===== src/sv/bba_pkg.sv =====
`timescale 1ns / 1ps
// ----------------------------------------------------------------------------
// bba_pkg
// shared sizes, codes and helpers of the bucket bump allocator
// ----------------------------------------------------------------------------
package bba_pkg;

    localparam int NUM_BUCKETS   = 16;
    localparam int BUCKET_BYTES  = 65536;
    localparam int HEADER_BYTES  = 64;
    localparam int MAX_OBJ_BYTES = 4096;

    localparam int IDX_W  = 4;
    localparam int CNT_W  = 5;
    localparam int FREE_W = 17;
    localparam int SIZE_W = 12;
    localparam int OFF_W  = 16;

    localparam logic [FREE_W-1:0] CAP_BYTES  = FREE_W'(BUCKET_BYTES - HEADER_BYTES);
    localparam logic [FREE_W-1:0] MAX_OBJ    = FREE_W'(MAX_OBJ_BYTES);
    localparam logic [FREE_W-1:0] BKT_BYTES  = FREE_W'(BUCKET_BYTES);
    localparam logic [CNT_W-1:0]  FULL_COUNT = CNT_W'(NUM_BUCKETS);

    typedef enum logic [0:0] {
        CMD_ALLOC   = 1'b0,
        CMD_RELEASE = 1'b1
    } cmd_t;

    typedef enum logic [2:0] {
        ST_OK        = 3'd0,
        ST_TOO_LARGE = 3'd1,
        ST_ZERO      = 3'd2,
        ST_EXHAUSTED = 3'd3,
        ST_CLEARED   = 3'd4
    } status_t;

    // next free offset of a bucket follows from its free space
    function automatic logic [OFF_W-1:0] off_from_free(input logic [FREE_W-1:0] f);
        logic [FREE_W-1:0] d;
        begin
            d = BKT_BYTES - f;
            return d[OFF_W-1:0];
        end
    endfunction

endpackage


===== src/sv/bba_ram.sv =====
`timescale 1ns / 1ps
// ----------------------------------------------------------------------------
// bba_ram
// generic single-port ram with registered read
// ----------------------------------------------------------------------------
module bba_ram #(
    parameter int WIDTH = 8,
    parameter int DEPTH = 16
) (
    input  logic                     clk,
    input  logic                     we,
    input  logic [$clog2(DEPTH)-1:0] addr,
    input  logic [WIDTH-1:0]         wdata,
    output logic [WIDTH-1:0]         rdata
);

    logic [WIDTH-1:0] mem [DEPTH];

    always_ff @(posedge clk)
    begin
        if (we)
        begin
            mem[addr] <= wdata;
        end
        rdata <= mem[addr];
    end

endmodule


===== src/sv/bba_alu.sv =====
`timescale 1ns / 1ps
// ----------------------------------------------------------------------------
// bba_alu
// shared subtract and compare unit of the allocator sequencer
// ----------------------------------------------------------------------------
module bba_alu import bba_pkg::*; (
    input  logic [FREE_W-1:0] a,
    input  logic [FREE_W-1:0] b,
    output logic [FREE_W-1:0] diff,
    output logic              ge,
    output logic              gt
);

    logic [FREE_W:0] wide;

    // one subtractor: borrow gives the order, zero result gives equality
    assign wide = {1'b0, a} - {1'b0, b};
    assign diff = wide[FREE_W-1:0];
    assign ge   = ~wide[FREE_W];
    assign gt   = ~wide[FREE_W] & (wide[FREE_W-1:0] != '0);

endmodule


===== src/sv/bucket_bump_allocator.sv =====
`timescale 1ns / 1ps
// ----------------------------------------------------------------------------
// bucket_bump_allocator
// bump allocator over a pool of sixteen 64 KiB buckets
// ----------------------------------------------------------------------------
// One transaction in, one transaction out. Release-all, zero-size and oversize
// requests answer in the cycle after acceptance; an allocation that fits in the
// current bucket answers from S_CUR. Otherwise the free space of every open
// bucket is read from the single-port bucket table, one entry per cycle, and
// the answer comes from S_DECIDE if the pool is exhausted, else from S_COMMIT.
// The scan, the size checks and the bump share one subtract/compare unit. A new
// request is taken only once the previous one is answered, and a result still
// waiting at the output holds off the next request until it is taken.
module bucket_bump_allocator import bba_pkg::*; (
    input  logic        clk,
    input  logic        rst_n,
    input  logic        s_axis_tvalid,
    output logic        s_axis_tready,
    input  logic [15:0] s_axis_tdata,   // size[11:0], zero pad
    input  logic [0:0]  s_axis_tuser,   // cmd
    output logic        m_axis_tvalid,
    input  logic        m_axis_tready,
    output logic [23:0] m_axis_tdata,   // bucket[3:0], offset[19:4], zero pad
    output logic [3:0]  m_axis_tuser    // status[2:0], opened_new[3]
);

    typedef enum logic [2:0] {
        S_IDLE,
        S_CUR,
        S_SCAN,
        S_DECIDE,
        S_NEW,
        S_COMMIT
    } state_t;

    state_t            state_reg, state_next;
    logic              m_valid_reg, m_valid_next;
    status_t           status_reg, status_next;
    logic [IDX_W-1:0]  bucket_reg, bucket_next;
    logic [OFF_W-1:0]  offset_reg, offset_next;
    logic              opened_reg, opened_next;

    logic [CNT_W-1:0]  open_count_reg, open_count_next;
    logic [IDX_W-1:0]  cur_idx_reg, cur_idx_next;
    logic              cur_valid_reg, cur_valid_next;
    logic [CNT_W-1:0]  scan_idx_reg, scan_idx_next;
    logic              pend_valid_reg, pend_valid_next;
    logic [IDX_W-1:0]  pend_idx_reg, pend_idx_next;
    logic              have_best_reg, have_best_next;
    logic [IDX_W-1:0]  best_idx_reg, best_idx_next;
    logic [FREE_W-1:0] best_free_reg, best_free_next;
    logic [FREE_W-1:0] cur_free_reg, cur_free_next;
    logic [FREE_W-1:0] new_free_reg, new_free_next;
    logic              take_best_reg, take_best_next;
    logic [FREE_W-1:0] size_reg, size_next;

    logic              ram_we;
    logic [IDX_W-1:0]  ram_addr;
    logic [FREE_W-1:0] ram_wdata;
    logic [FREE_W-1:0] ram_rdata;

    logic [FREE_W-1:0] alu_a, alu_b, alu_diff;
    logic              alu_ge, alu_gt;

    logic              in_fire;
    logic              out_free;
    logic [FREE_W-1:0] in_size;
    cmd_t              in_cmd;

    bba_ram #(
        .WIDTH (FREE_W),
        .DEPTH (NUM_BUCKETS)
    ) u_free_ram (
        .clk   (clk),
        .we    (ram_we),
        .addr  (ram_addr),
        .wdata (ram_wdata),
        .rdata (ram_rdata)
    );

    bba_alu u_alu (
        .a    (alu_a),
        .b    (alu_b),
        .diff (alu_diff),
        .ge   (alu_ge),
        .gt   (alu_gt)
    );

    assign out_free      = ~m_valid_reg | m_axis_tready;
    assign s_axis_tready = (state_reg == S_IDLE) & out_free;
    assign in_fire       = s_axis_tvalid & s_axis_tready;
    assign in_size       = FREE_W'(s_axis_tdata[SIZE_W-1:0]);
    assign in_cmd        = cmd_t'(s_axis_tuser[0]);

    assign m_axis_tvalid = m_valid_reg;
    assign m_axis_tdata  = {4'b0, offset_reg, bucket_reg};
    assign m_axis_tuser  = {opened_reg, status_reg};

    always_comb
    begin
        state_next      = state_reg;
        m_valid_next    = m_valid_reg & ~m_axis_tready;
        status_next     = status_reg;
        bucket_next     = bucket_reg;
        offset_next     = offset_reg;
        opened_next     = opened_reg;
        open_count_next = open_count_reg;
        cur_idx_next    = cur_idx_reg;
        cur_valid_next  = cur_valid_reg;
        scan_idx_next   = scan_idx_reg;
        pend_valid_next = 1'b0;
        pend_idx_next   = pend_idx_reg;
        have_best_next  = have_best_reg;
        best_idx_next   = best_idx_reg;
        best_free_next  = best_free_reg;
        cur_free_next   = cur_free_reg;
        new_free_next   = new_free_reg;
        take_best_next  = take_best_reg;
        size_next       = size_reg;

        ram_we    = 1'b0;
        ram_addr  = cur_idx_reg;
        ram_wdata = alu_diff;
        alu_a     = size_reg;
        alu_b     = size_reg;

        case (state_reg)
            S_IDLE:
            begin
                // current bucket is read ahead so its space is there next cycle
                alu_a = in_size;
                alu_b = MAX_OBJ;
                if (in_fire)
                begin
                    size_next   = in_size;
                    bucket_next = '0;
                    offset_next = '0;
                    opened_next = 1'b0;
                    if (in_cmd == CMD_RELEASE)
                    begin
                        open_count_next = '0;
                        cur_idx_next    = '0;
                        cur_valid_next  = 1'b0;
                        status_next     = ST_CLEARED;
                        m_valid_next    = 1'b1;
                    end
                    else if (alu_ge || (in_size > CAP_BYTES))
                    begin
                        status_next  = ST_TOO_LARGE;
                        m_valid_next = 1'b1;
                    end
                    else if (in_size == '0)
                    begin
                        status_next  = ST_ZERO;
                        m_valid_next = 1'b1;
                    end
                    else if (cur_valid_reg)
                    begin
                        state_next = S_CUR;
                    end
                    else
                    begin
                        scan_idx_next  = '0;
                        have_best_next = 1'b0;
                        best_free_next = '0;
                        state_next     = S_SCAN;
                    end
                end
            end

            S_CUR:
            begin
                alu_a = ram_rdata;
                alu_b = size_reg;
                if (alu_ge)
                begin
                    ram_we       = 1'b1;
                    status_next  = ST_OK;
                    bucket_next  = cur_idx_reg;
                    offset_next  = off_from_free(ram_rdata);
                    opened_next  = 1'b0;
                    m_valid_next = 1'b1;
                    state_next   = S_IDLE;
                end
                else
                begin
                    cur_free_next  = ram_rdata;
                    scan_idx_next  = '0;
                    have_best_next = 1'b0;
                    best_free_next = '0;
                    state_next     = S_SCAN;
                end
            end

            S_SCAN:
            begin
                // issue one read per cycle, judge the entry read last cycle
                ram_addr = scan_idx_reg[IDX_W-1:0];
                alu_a    = ram_rdata;
                alu_b    = best_free_reg;
                if (scan_idx_reg < open_count_reg)
                begin
                    scan_idx_next   = scan_idx_reg + 1'b1;
                    pend_valid_next = 1'b1;
                    pend_idx_next   = scan_idx_reg[IDX_W-1:0];
                end
                if (pend_valid_reg)
                begin
                    if ((ram_rdata != '0) && alu_ge)
                    begin
                        best_idx_next  = pend_idx_reg;
                        best_free_next = ram_rdata;
                        have_best_next = 1'b1;
                    end
                end
                else if (scan_idx_reg == open_count_reg)
                begin
                    state_next = S_DECIDE;
                end
            end

            S_DECIDE:
            begin
                alu_a    = best_free_reg;
                alu_b    = size_reg;
                ram_addr = best_idx_reg;
                if (have_best_reg && !(cur_valid_reg && (best_idx_reg == cur_idx_reg))
                    && alu_gt)
                begin
                    ram_we         = 1'b1;
                    new_free_next  = alu_diff;
                    take_best_next = 1'b1;
                    state_next     = S_COMMIT;
                end
                else if (open_count_reg == FULL_COUNT)
                begin
                    status_next  = ST_EXHAUSTED;
                    m_valid_next = 1'b1;
                    state_next   = S_IDLE;
                end
                else
                begin
                    state_next = S_NEW;
                end
            end

            S_NEW:
            begin
                alu_a          = CAP_BYTES;
                alu_b          = size_reg;
                ram_addr       = open_count_reg[IDX_W-1:0];
                ram_we         = 1'b1;
                new_free_next  = alu_diff;
                take_best_next = 1'b0;
                state_next     = S_COMMIT;
            end

            S_COMMIT:
            begin
                alu_a          = new_free_reg;
                alu_b          = take_best_reg ? cur_free_reg : best_free_reg;
                cur_valid_next = 1'b1;
                status_next    = ST_OK;
                m_valid_next   = 1'b1;
                state_next     = S_IDLE;
                if (take_best_reg)
                begin
                    if (!cur_valid_reg || alu_gt)
                    begin
                        cur_idx_next = best_idx_reg;
                    end
                    bucket_next = best_idx_reg;
                    offset_next = off_from_free(best_free_reg);
                    opened_next = 1'b0;
                end
                else
                begin
                    // ties stay with the scanned bucket
                    cur_idx_next    = (!have_best_reg || alu_gt) ?
                                      open_count_reg[IDX_W-1:0] : best_idx_reg;
                    open_count_next = open_count_reg + 1'b1;
                    bucket_next     = open_count_reg[IDX_W-1:0];
                    offset_next     = off_from_free(CAP_BYTES);
                    opened_next     = 1'b1;
                end
            end

            default:
            begin
                state_next = S_IDLE;
            end
        endcase
    end

    always_ff @(posedge clk or negedge rst_n)
    begin
        if (!rst_n)
        begin
            state_reg      <= S_IDLE;
            m_valid_reg    <= 1'b0;
            status_reg     <= ST_OK;
            bucket_reg     <= '0;
            offset_reg     <= '0;
            opened_reg     <= 1'b0;
            open_count_reg <= '0;
            cur_idx_reg    <= '0;
            cur_valid_reg  <= 1'b0;
            scan_idx_reg   <= '0;
            pend_valid_reg <= 1'b0;
            pend_idx_reg   <= '0;
            have_best_reg  <= 1'b0;
            best_idx_reg   <= '0;
            best_free_reg  <= '0;
            cur_free_reg   <= '0;
            new_free_reg   <= '0;
            take_best_reg  <= 1'b0;
            size_reg       <= '0;
        end
        else
        begin
            state_reg      <= state_next;
            m_valid_reg    <= m_valid_next;
            status_reg     <= status_next;
            bucket_reg     <= bucket_next;
            offset_reg     <= offset_next;
            opened_reg     <= opened_next;
            open_count_reg <= open_count_next;
            cur_idx_reg    <= cur_idx_next;
            cur_valid_reg  <= cur_valid_next;
            scan_idx_reg   <= scan_idx_next;
            pend_valid_reg <= pend_valid_next;
            pend_idx_reg   <= pend_idx_next;
            have_best_reg  <= have_best_next;
            best_idx_reg   <= best_idx_next;
            best_free_reg  <= best_free_next;
            cur_free_reg   <= cur_free_next;
            new_free_reg   <= new_free_next;
            take_best_reg  <= take_best_next;
            size_reg       <= size_next;
        end
    end

    // pool never holds more buckets than exist
    assert property (@(posedge clk) disable iff (!rst_n)
        open_count_reg <= FULL_COUNT)
        else $error("open bucket count beyond pool size");

    // current bucket is always one of the open buckets
    assert property (@(posedge clk) disable iff (!rst_n)
        cur_valid_reg |-> (CNT_W'(cur_idx_reg) < open_count_reg))
        else $error("current bucket not open");

    // error and clear answers carry no location
    assert property (@(posedge clk) disable iff (!rst_n)
        (m_valid_reg && (status_reg != ST_OK)) |->
            (bucket_reg == '0) && (offset_reg == '0) && !opened_reg)
        else $error("non-ok answer with location fields set");

    // a freshly opened bucket becomes part of the pool in the same step
    assert property (@(posedge clk) disable iff (!rst_n)
        (state_reg == S_COMMIT && !take_best_reg) |=>
            (open_count_reg == $past(open_count_reg) + 1'b1) && cur_valid_reg)
        else $error("new bucket not counted");

    // no request taken while a scan is running
    assert property (@(posedge clk) disable iff (!rst_n)
        (state_reg == S_SCAN) |-> !s_axis_tready)
        else $error("request accepted mid scan");

endmodule

===== config.mk =====
export PLATFORM = sky130hd
export DESIGN_NAME = bucket_bump_allocator
export DESIGN_NICKNAME = d
export VERILOG_FILES = /design/src/sv/bba_pkg.sv /design/src/sv/bba_ram.sv /design/src/sv/bba_alu.sv /design/src/sv/bucket_bump_allocator.sv
export SDC_FILE = /design/constraint.sdc
export NUM_CORES = 1
export LEC_CHECK = 0
export ABC_AREA = 0
export BUFFER_PORTS_ARGS = -buffer_cell sky130_fd_sc_hd__buf_4
export CORE_UTILIZATION = 50
export CTS_BUF_LIST = sky130_fd_sc_hd__clkbuf_4 sky130_fd_sc_hd__clkbuf_8
export CTS_CLUSTER_SIZE = 16
export DETAILED_ROUTE_END_ITERATION = 6
export GPL_TIMING_DRIVEN = 0
export HOLD_SLACK_MARGIN = 0.05
export MAX_ROUTING_LAYER = met4
export PLACE_DENSITY = 0.66
export SETUP_SLACK_MARGIN = 0.05
export SYNTH_ARGS = -nofsm -noshare
export SYNTH_HDL_FRONTEND = slang
export SYNTH_HIERARCHICAL = 1
export SYNTH_SLANG_ARGS = --single-unit

===== constraint.sdc =====
create_clock -name clk -period 8.7 [get_ports clk]
set_input_delay 2.61 -clock clk [delete_from_list [all_inputs] [get_ports clk]]
set_output_delay 2.61 -clock clk [all_outputs]
set_load 0.03 [all_outputs]

* Word level (Yosys, flattened, before mapping) *
Memories as Yosys holds them, arrays and structs flattened. A register that Yosys moved wholly into a read port is not among the register bits.
Cells that the tools add are included.
W data, S select, Z words.

storage, ports and cells
  register bits after elaboration = 117
  bits in writable memories = 272
  bits of input ports = 21
  output and inout bits = 30
  word-level logic and storage cells = 188
  memories kept = 1

memory list
  name            words  bits a word  rd ports  clocked after Yosys merged registers in  wr ports  line           text
  u_free_ram.mem  16     17           1         1                                        1         bba_ram.sv:17  logic [WIDTH-1:0] mem [DEPTH];

operators by class
  $add $sub $neg = 5
  $lt $le $gt $ge = 2
  equality and inequality tests = 27
  muxes and demuxes = 93
  bitwise logic cells = 8
  reduce and logical (&&, ||, !) cells = 33

operators with widths
  kind                     number
  $mux W17                 10
  $pmux W17 S3             2
  $pmux W17 S5             1
  $mux W5                  10
  $mux W16                 3
  $pmux W16 S3             1
  $mux W3                  15
  $pmux W17 S2             1
  $reduce_bool A17 Y1      2
  $mux W4                  8
  $ne A2 B2 Y1 const B     16
  $sub A1 B16 Y16 const A  2
  $mux W1                  27
  $pmux W4 S3              2
  $sub A17 B17 Y18         1
  $logic_not A17 Y1        1
  $gt A12 B16 Y1 const B   1
  $pmux W3 S5              1
  $pmux W5 S3              1
  $pmux W3 S4              1
  $reduce_and A6 Y1        2
  $add A5 B1 Y5 const B    2
  $pmux W5 S2              1
  $pmux W1 S3              3
  other kinds (30)         54

* Logic depth before layout (Yosys ltp) *
  depth after elaboration = 11
  depth in mapped cells = 25
  depth with buffers taken out = 23

* Hierarchy *
The synthesis kept the hierarchy.

by module, submodules not included
  module                 times used  cells each  area an instance (µm²)  seq. area each (µm²)
  bba_ram                1           458         10,630.2                8,508.2
  bucket_bump_allocator  1           719         6,862.8                 2,927.8
  bba_alu                1           137         950.9                   0.0

* Least setup slack after synthesis *
OpenSTA, ideal clock, no wires.

  path type = input port to flip-flop
  start point = input port s_axis_tdata[8]
  end point = memory u_free_ram/mem[0][0] (netlist name), enable pin
  library setup time = 0.413 ns
  arrival = 7.902 ns
  required time = 8.287 ns
  setup slack = 0.386 ns
  cell stages on the path = 19
  buffers on the path = 1
  path through = a21oi_1 -> o211ai_1 -> o21ai_0 -> a21oi_1 -> ha_1 -> clkbuf_1 -> a21oi_1 -> o211a_1 -> a22oi_1 -> o311ai_0 -> nand4b_1 -> or4_1 -> o31a_1 -> nand2_1 -> nor2_1 -> o21ai_0 -> o21ai_0 -> or3b_2 -> nor3_1

on the way
  word-level cells in the longest chain between the ends = 9
  elaborated cells on any way between the ends = 11
  those cells by class = 1 x add/sub; 6 x mux; 2 x bitwise; 2 x reduce/logical

ends and longest elaborated chain
  what                           line                          text
  start, declared                bucket_bump_allocator.sv:19   input logic [15:0] s_axis_tdata,
  $pmux W17 S5                   bucket_bump_allocator.sv:127  case (state_reg)
  named net alu_a[8]             bucket_bump_allocator.sv:62   logic [FREE_W-1:0] alu_a, alu_b, alu_diff;
  $sub A17 B17 Y18               bba_alu.sv:17                 assign wide = {1'b0, a} - {1'b0, b};
  named net alu_diff[11]         bucket_bump_allocator.sv:62
  $reduce_bool A17 Y1            bba_alu.sv:20                 assign gt = ~wide[FREE_W] & (wide[FREE_W-1:0] != '0);
  $and A1 B1 Y1                  bba_alu.sv:20
  named net alu_gt               bucket_bump_allocator.sv:63   logic alu_ge, alu_gt;
  $logic_and A1 B1 Y1            bucket_bump_allocator.sv:228  && alu_gt)
  $mux W1                        bucket_bump_allocator.sv:227  if (have_best_reg && !(cur_valid_reg && (best_idx_reg == cur_idx_reg))
  $pmux W1 S3                    bucket_bump_allocator.sv:127
  named net ram_we               bucket_bump_allocator.sv:57   logic ram_we;
  $mux W1                        bba_ram.sv:21                 if (we)
  $mux W1 (implied by the code)  bba_ram.sv:23                 mem[addr] <= wdata;
  end, declared                  bba_ram.sv:17

The timed path passes the listed nets, and every way through them passes these cells.

* Worst setup path in the final report *
  start point = register state_reg[2]
  end point = memory u_free_ram/mem[4][8] (netlist name), enable pin

on the way
  elaborated cells on any way between the ends = 20
  those cells by class = 1 x add/sub; 5 x eq/ne; 8 x mux; 2 x bitwise; 4 x reduce/logical

RTL lines
  what                                        line                          text
  start, declared                             bucket_bump_allocator.sv:36   state_t state_reg, state_next;
  start signal, assigned                      bucket_bump_allocator.sv:321  state_reg <= state_next;
  $eq A3 B3 Y1, or another cell as far along  bucket_bump_allocator.sv:127
  $pmux W17 S3 *                              bucket_bump_allocator.sv:127
  named net alu_b[0]                          bucket_bump_allocator.sv:62
  $sub A17 B17 Y18 *                          bba_alu.sv:17
  named net alu_diff[16]                      bucket_bump_allocator.sv:62
  $reduce_bool A17 Y1 *                       bba_alu.sv:20
  $and A1 B1 Y1 *                             bba_alu.sv:20
  named net alu_gt                            bucket_bump_allocator.sv:63
  $logic_and A1 B1 Y1 *                       bucket_bump_allocator.sv:228
  $mux W1 *                                   bucket_bump_allocator.sv:227
  $pmux W1 S3 *                               bucket_bump_allocator.sv:127
  named net ram_we                            bucket_bump_allocator.sv:57
  $mux W1 *                                   bba_ram.sv:21
  $mux W1 (implied by the code) *             bba_ram.sv:23

The timed path passes the listed nets; every way through them passes the cells marked *.

==> results.py <==
metrics = {
    "worst_setup_path": {
        "crit_arrival_ps": 8610,
        "end_kind": "flip-flop",
        "path_class": "reg -> reg",
        "required_ps": 9020,
        "worstSetupStartpointType": "flip-flop",
        "critPathMaxFanout": 18,
    },
    "timing": {
        "final_max_slew_viol_count": 0,
        "rsz0062_at_grt": "false",
        "hold_viol": 0,
        "setup_viol": 0,
        "period_share_pct": 95.2,
        "tightestPinTransition_ps": 1290,
        "max_slew_margin_pct": 13.5,
        "fin_ws_ps": 414,
        "fmaxAchievable_mhz": 121,
        "fin_crit_ps": 8290,
        "finClkSkew_ps": 22.2,
    },
    "layout": {
        "antenna_cells": 0,
        "drive_above_1_share_pct": 24.6,
        "fillers": 2806,
        "fin_nets": 1498,
        "synthToLayoutAreaGrowth_pct": 15.3,
        "largest_reg_flops": 272,
        "top_register": "u_free_ram/mem",
    },
    "logic_synthesis": {
        "ys_seq_elements": 406,
        "synth_edf_count": 272,
        "netlist_top_cells_count": "edfxtp_1, dfrtp_1, nand2_1, a21oi_1, mux4_2",
        "async_reset_ff_share_pct": 28.8,
        "seq_area_frac_synth_pct": 62.0,
        "synth.most_common_cell": "edfxtp_1",
        "ys.flop_type": "edfxtp_1",
        "synth_warnings": 6,
        "synth_top_cell_area_share_pct": 44.3,
        "syn_avg_cell_area_um2": 14.0,
        "synthCells": 1314,
        "syn_area_um2": 18400,
        "ys_types": 81,
        "yosys-top-cells-area": "edfxtp_1, dfrtp_1, mux4_2, mux2_2, a22oi_1",
        "yosysTopAreaCell": "edfxtp_1",
    },
    "global_route": {
        "antenna_found_initial": 0,
        "grt_usage_pct": 25.3,
        "grt_pass1_wl_um": 70400,
        "grt_remaining_overflow": 0,
        "grt_start_max_net_pins": 77,
        "grt_pass1_vias": 12200,
    },
    "clock_tree": {
        "numCtsBuffers": 68,
        "ctsHoldBuffers": 0,
        "clk_pin_slew_ps": 60,
        "cts_root_buf": "clkbuf_8",
        "cts_tree": "yes",
        "cts_num_sinks": 406,
        "clkLatencyLatePin_ps": 630,
        "clockBufferDepth": 3,
        "h-tree-depth": 3,
    },
    "status": {
        "status": "complete, no violations",
    },
    "drt": {
        "via_per_inst": 6.01,
        "drt-total-wl_um": 44600,
        "drc": 0,
        "drtIter0Drc": 1057,
        "ant_nets": 0,
        "wl_per_cell_um": 22.7,
        "dr.pass1.iters": 6,
        "vias": 11800,
    },
    "placement": {
        "hpwl_um": 32300,
        "gp_congestion": 0.929,
        "portBuffers": 42,
        "dp_worst_setup_slack_ps": -764,
    },
    "floorplanning": {
        "dieArea_um2": 37700,
        "start_util_pct": 51.4,
        "die_w_um": 194,
        "die_h_um": 194,
        "core_um2": 35900,
        "ios": 51,
        "num_rows": 69,
    },
    "job": {
        "drv_cap": 0,
    },
    "min_path": {
        "min_path_type": "reg -> reg",
    },
}
worst max-delay path, cell delays in order (launching register included):
cell and delay, ps:
dfrtp_1 450, clkbuf_1 300, nor2_1 400, nand2_1 370, o21ai_1 540, clkbuf_1 500
a222oi_1 180, inv_1 100, ha_1 170, inv_1 60, fa_1 460, a211oi_2 300
o21ai_1 180, a41oi_1 420, o21ai_2 160, nand2_1 90, o21ai_0 200, xor2_4 540
o31a_1 340, nand2_1 100, nor2_1 80, o21ai_0 190, o21ai_0 380, nand3b_1 410
nor3_2 760, buf_8 250
path summary, 6_finish.rpt:
| kind | slack, ps | cells past startpoint | to | startpoint |
|---|---|---|---|---|
| max | 410 | 25 | u_free_ram/mem[4][8] | state_reg[2] |
| min | 480 | 1 | status_reg[2] | status_reg[2] |
| max reg2reg | 410 | 25 | u_free_ram/mem[4][8] | state_reg[2] |
| min reg2reg | 480 | 1 | status_reg[2] | status_reg[2] |
| max in group asynchronous | 6070 | 2 | scan_idx_reg[2] | rst_n |
| min in group asynchronous | 1900 | 1 | offset_reg[13] | rst_n |
placed cells by master, fill, tap and decap left out, types with 13 or more instances in the layout:
| master | n |
|---|---|
| inv_1 | 58 |
| dfxtp_1 | 17 |
| xor2_1 | 17 |
| nand2_1 | 89 |
| nand3_1 | 16 |
| a22o_1 | 22 |
| buf_2 | 16 |
| clkbuf_4 | 20 |
| clkbuf_8 | 70 |
| ha_1 | 27 |
| edfxtp_1 | 272 |
| mux2_2 | 51 |
| a22oi_1 | 49 |
| o21ai_0 | 64 |
| clkbuf_1 | 47 |
| nor2_1 | 44 |
| mux2i_1 | 17 |
| xnor2_1 | 19 |
| buf_6 | 13 |
| a21oi_1 | 70 |
| mux4_2 | 68 |
| dfrtp_1 | 117 |
| buf_4 | 48 |
| nor3_1 | 17 |
timing repair:
action                     in CTS  in global routing
setup endpoints to repair      10                 48
setup buffers                   0                  0
gates resized for setup         1                  4
logic make-up after synthesis:
| logic type | count (synthesis) | share of synthesized area (%) |
|---|---|---|
| xor gates and xnor gates | 47 | 2.23 |
| DFF | 406 | 62.0 |
| adders and majority gates | 28 | 1.94 |
| other | 1 | 0.0203 |
| muxes | 140 | 12.7 |
| and+or+nand+nor | 256 | 6.87 |
| AOI/OAI and AO/OA | 298 | 10.9 |
| buffers and inverters | 138 | 3.41 |
final cells by class:
class	instances	area, um2	area share [%]
multi-input combinational	773	6570	30.9
clock buffer	90	1110	5.23
timing repair buffer	62	639	3.01
buffer	80	410	1.93
tap	461	577	2.71
inverter	58	218	1.02
sequential	406	11400	53.8
clock inverter	33	313	1.47
layer usage:
layer | GRT usage, % | up-vias | part of all wire (%) | wire length (um)
met5 | - | - | 0 | 0
met4 | 10.4 | 0 | 3.5 | 1560
met3 | 4.14 | 101 | 5.6 | 2500
met2 | 40.3 | 441 | 49 | 21600
met1 | 32.3 | 5895 | 42 | 18900
li1 | - | 5352 | - | -
per-stage QoR:
stage | util [%] | setup TNS (ps) | hold slack, ps | instances | area (um2)
6_report | 59.2 | 0 | 477 | 1963 | 21300
3_3_place_gp | 53.9 | -593430 | 465 | 1820 | 19300
4_1_cts | 58.9 | 0 | 480 | 1962 | 21200
3_5_place_dp | 54.9 | -56130 | 467 | 1839 | 19700
5_1_grt | 59.2 | 0 | 490 | 1963 | 21300
2_1_floorplan | - | 0 | 450 | 1317 | 18500
Power is not shown: default switching activity piles up to over one toggle a cycle in this logic, so the estimate is an artifact.
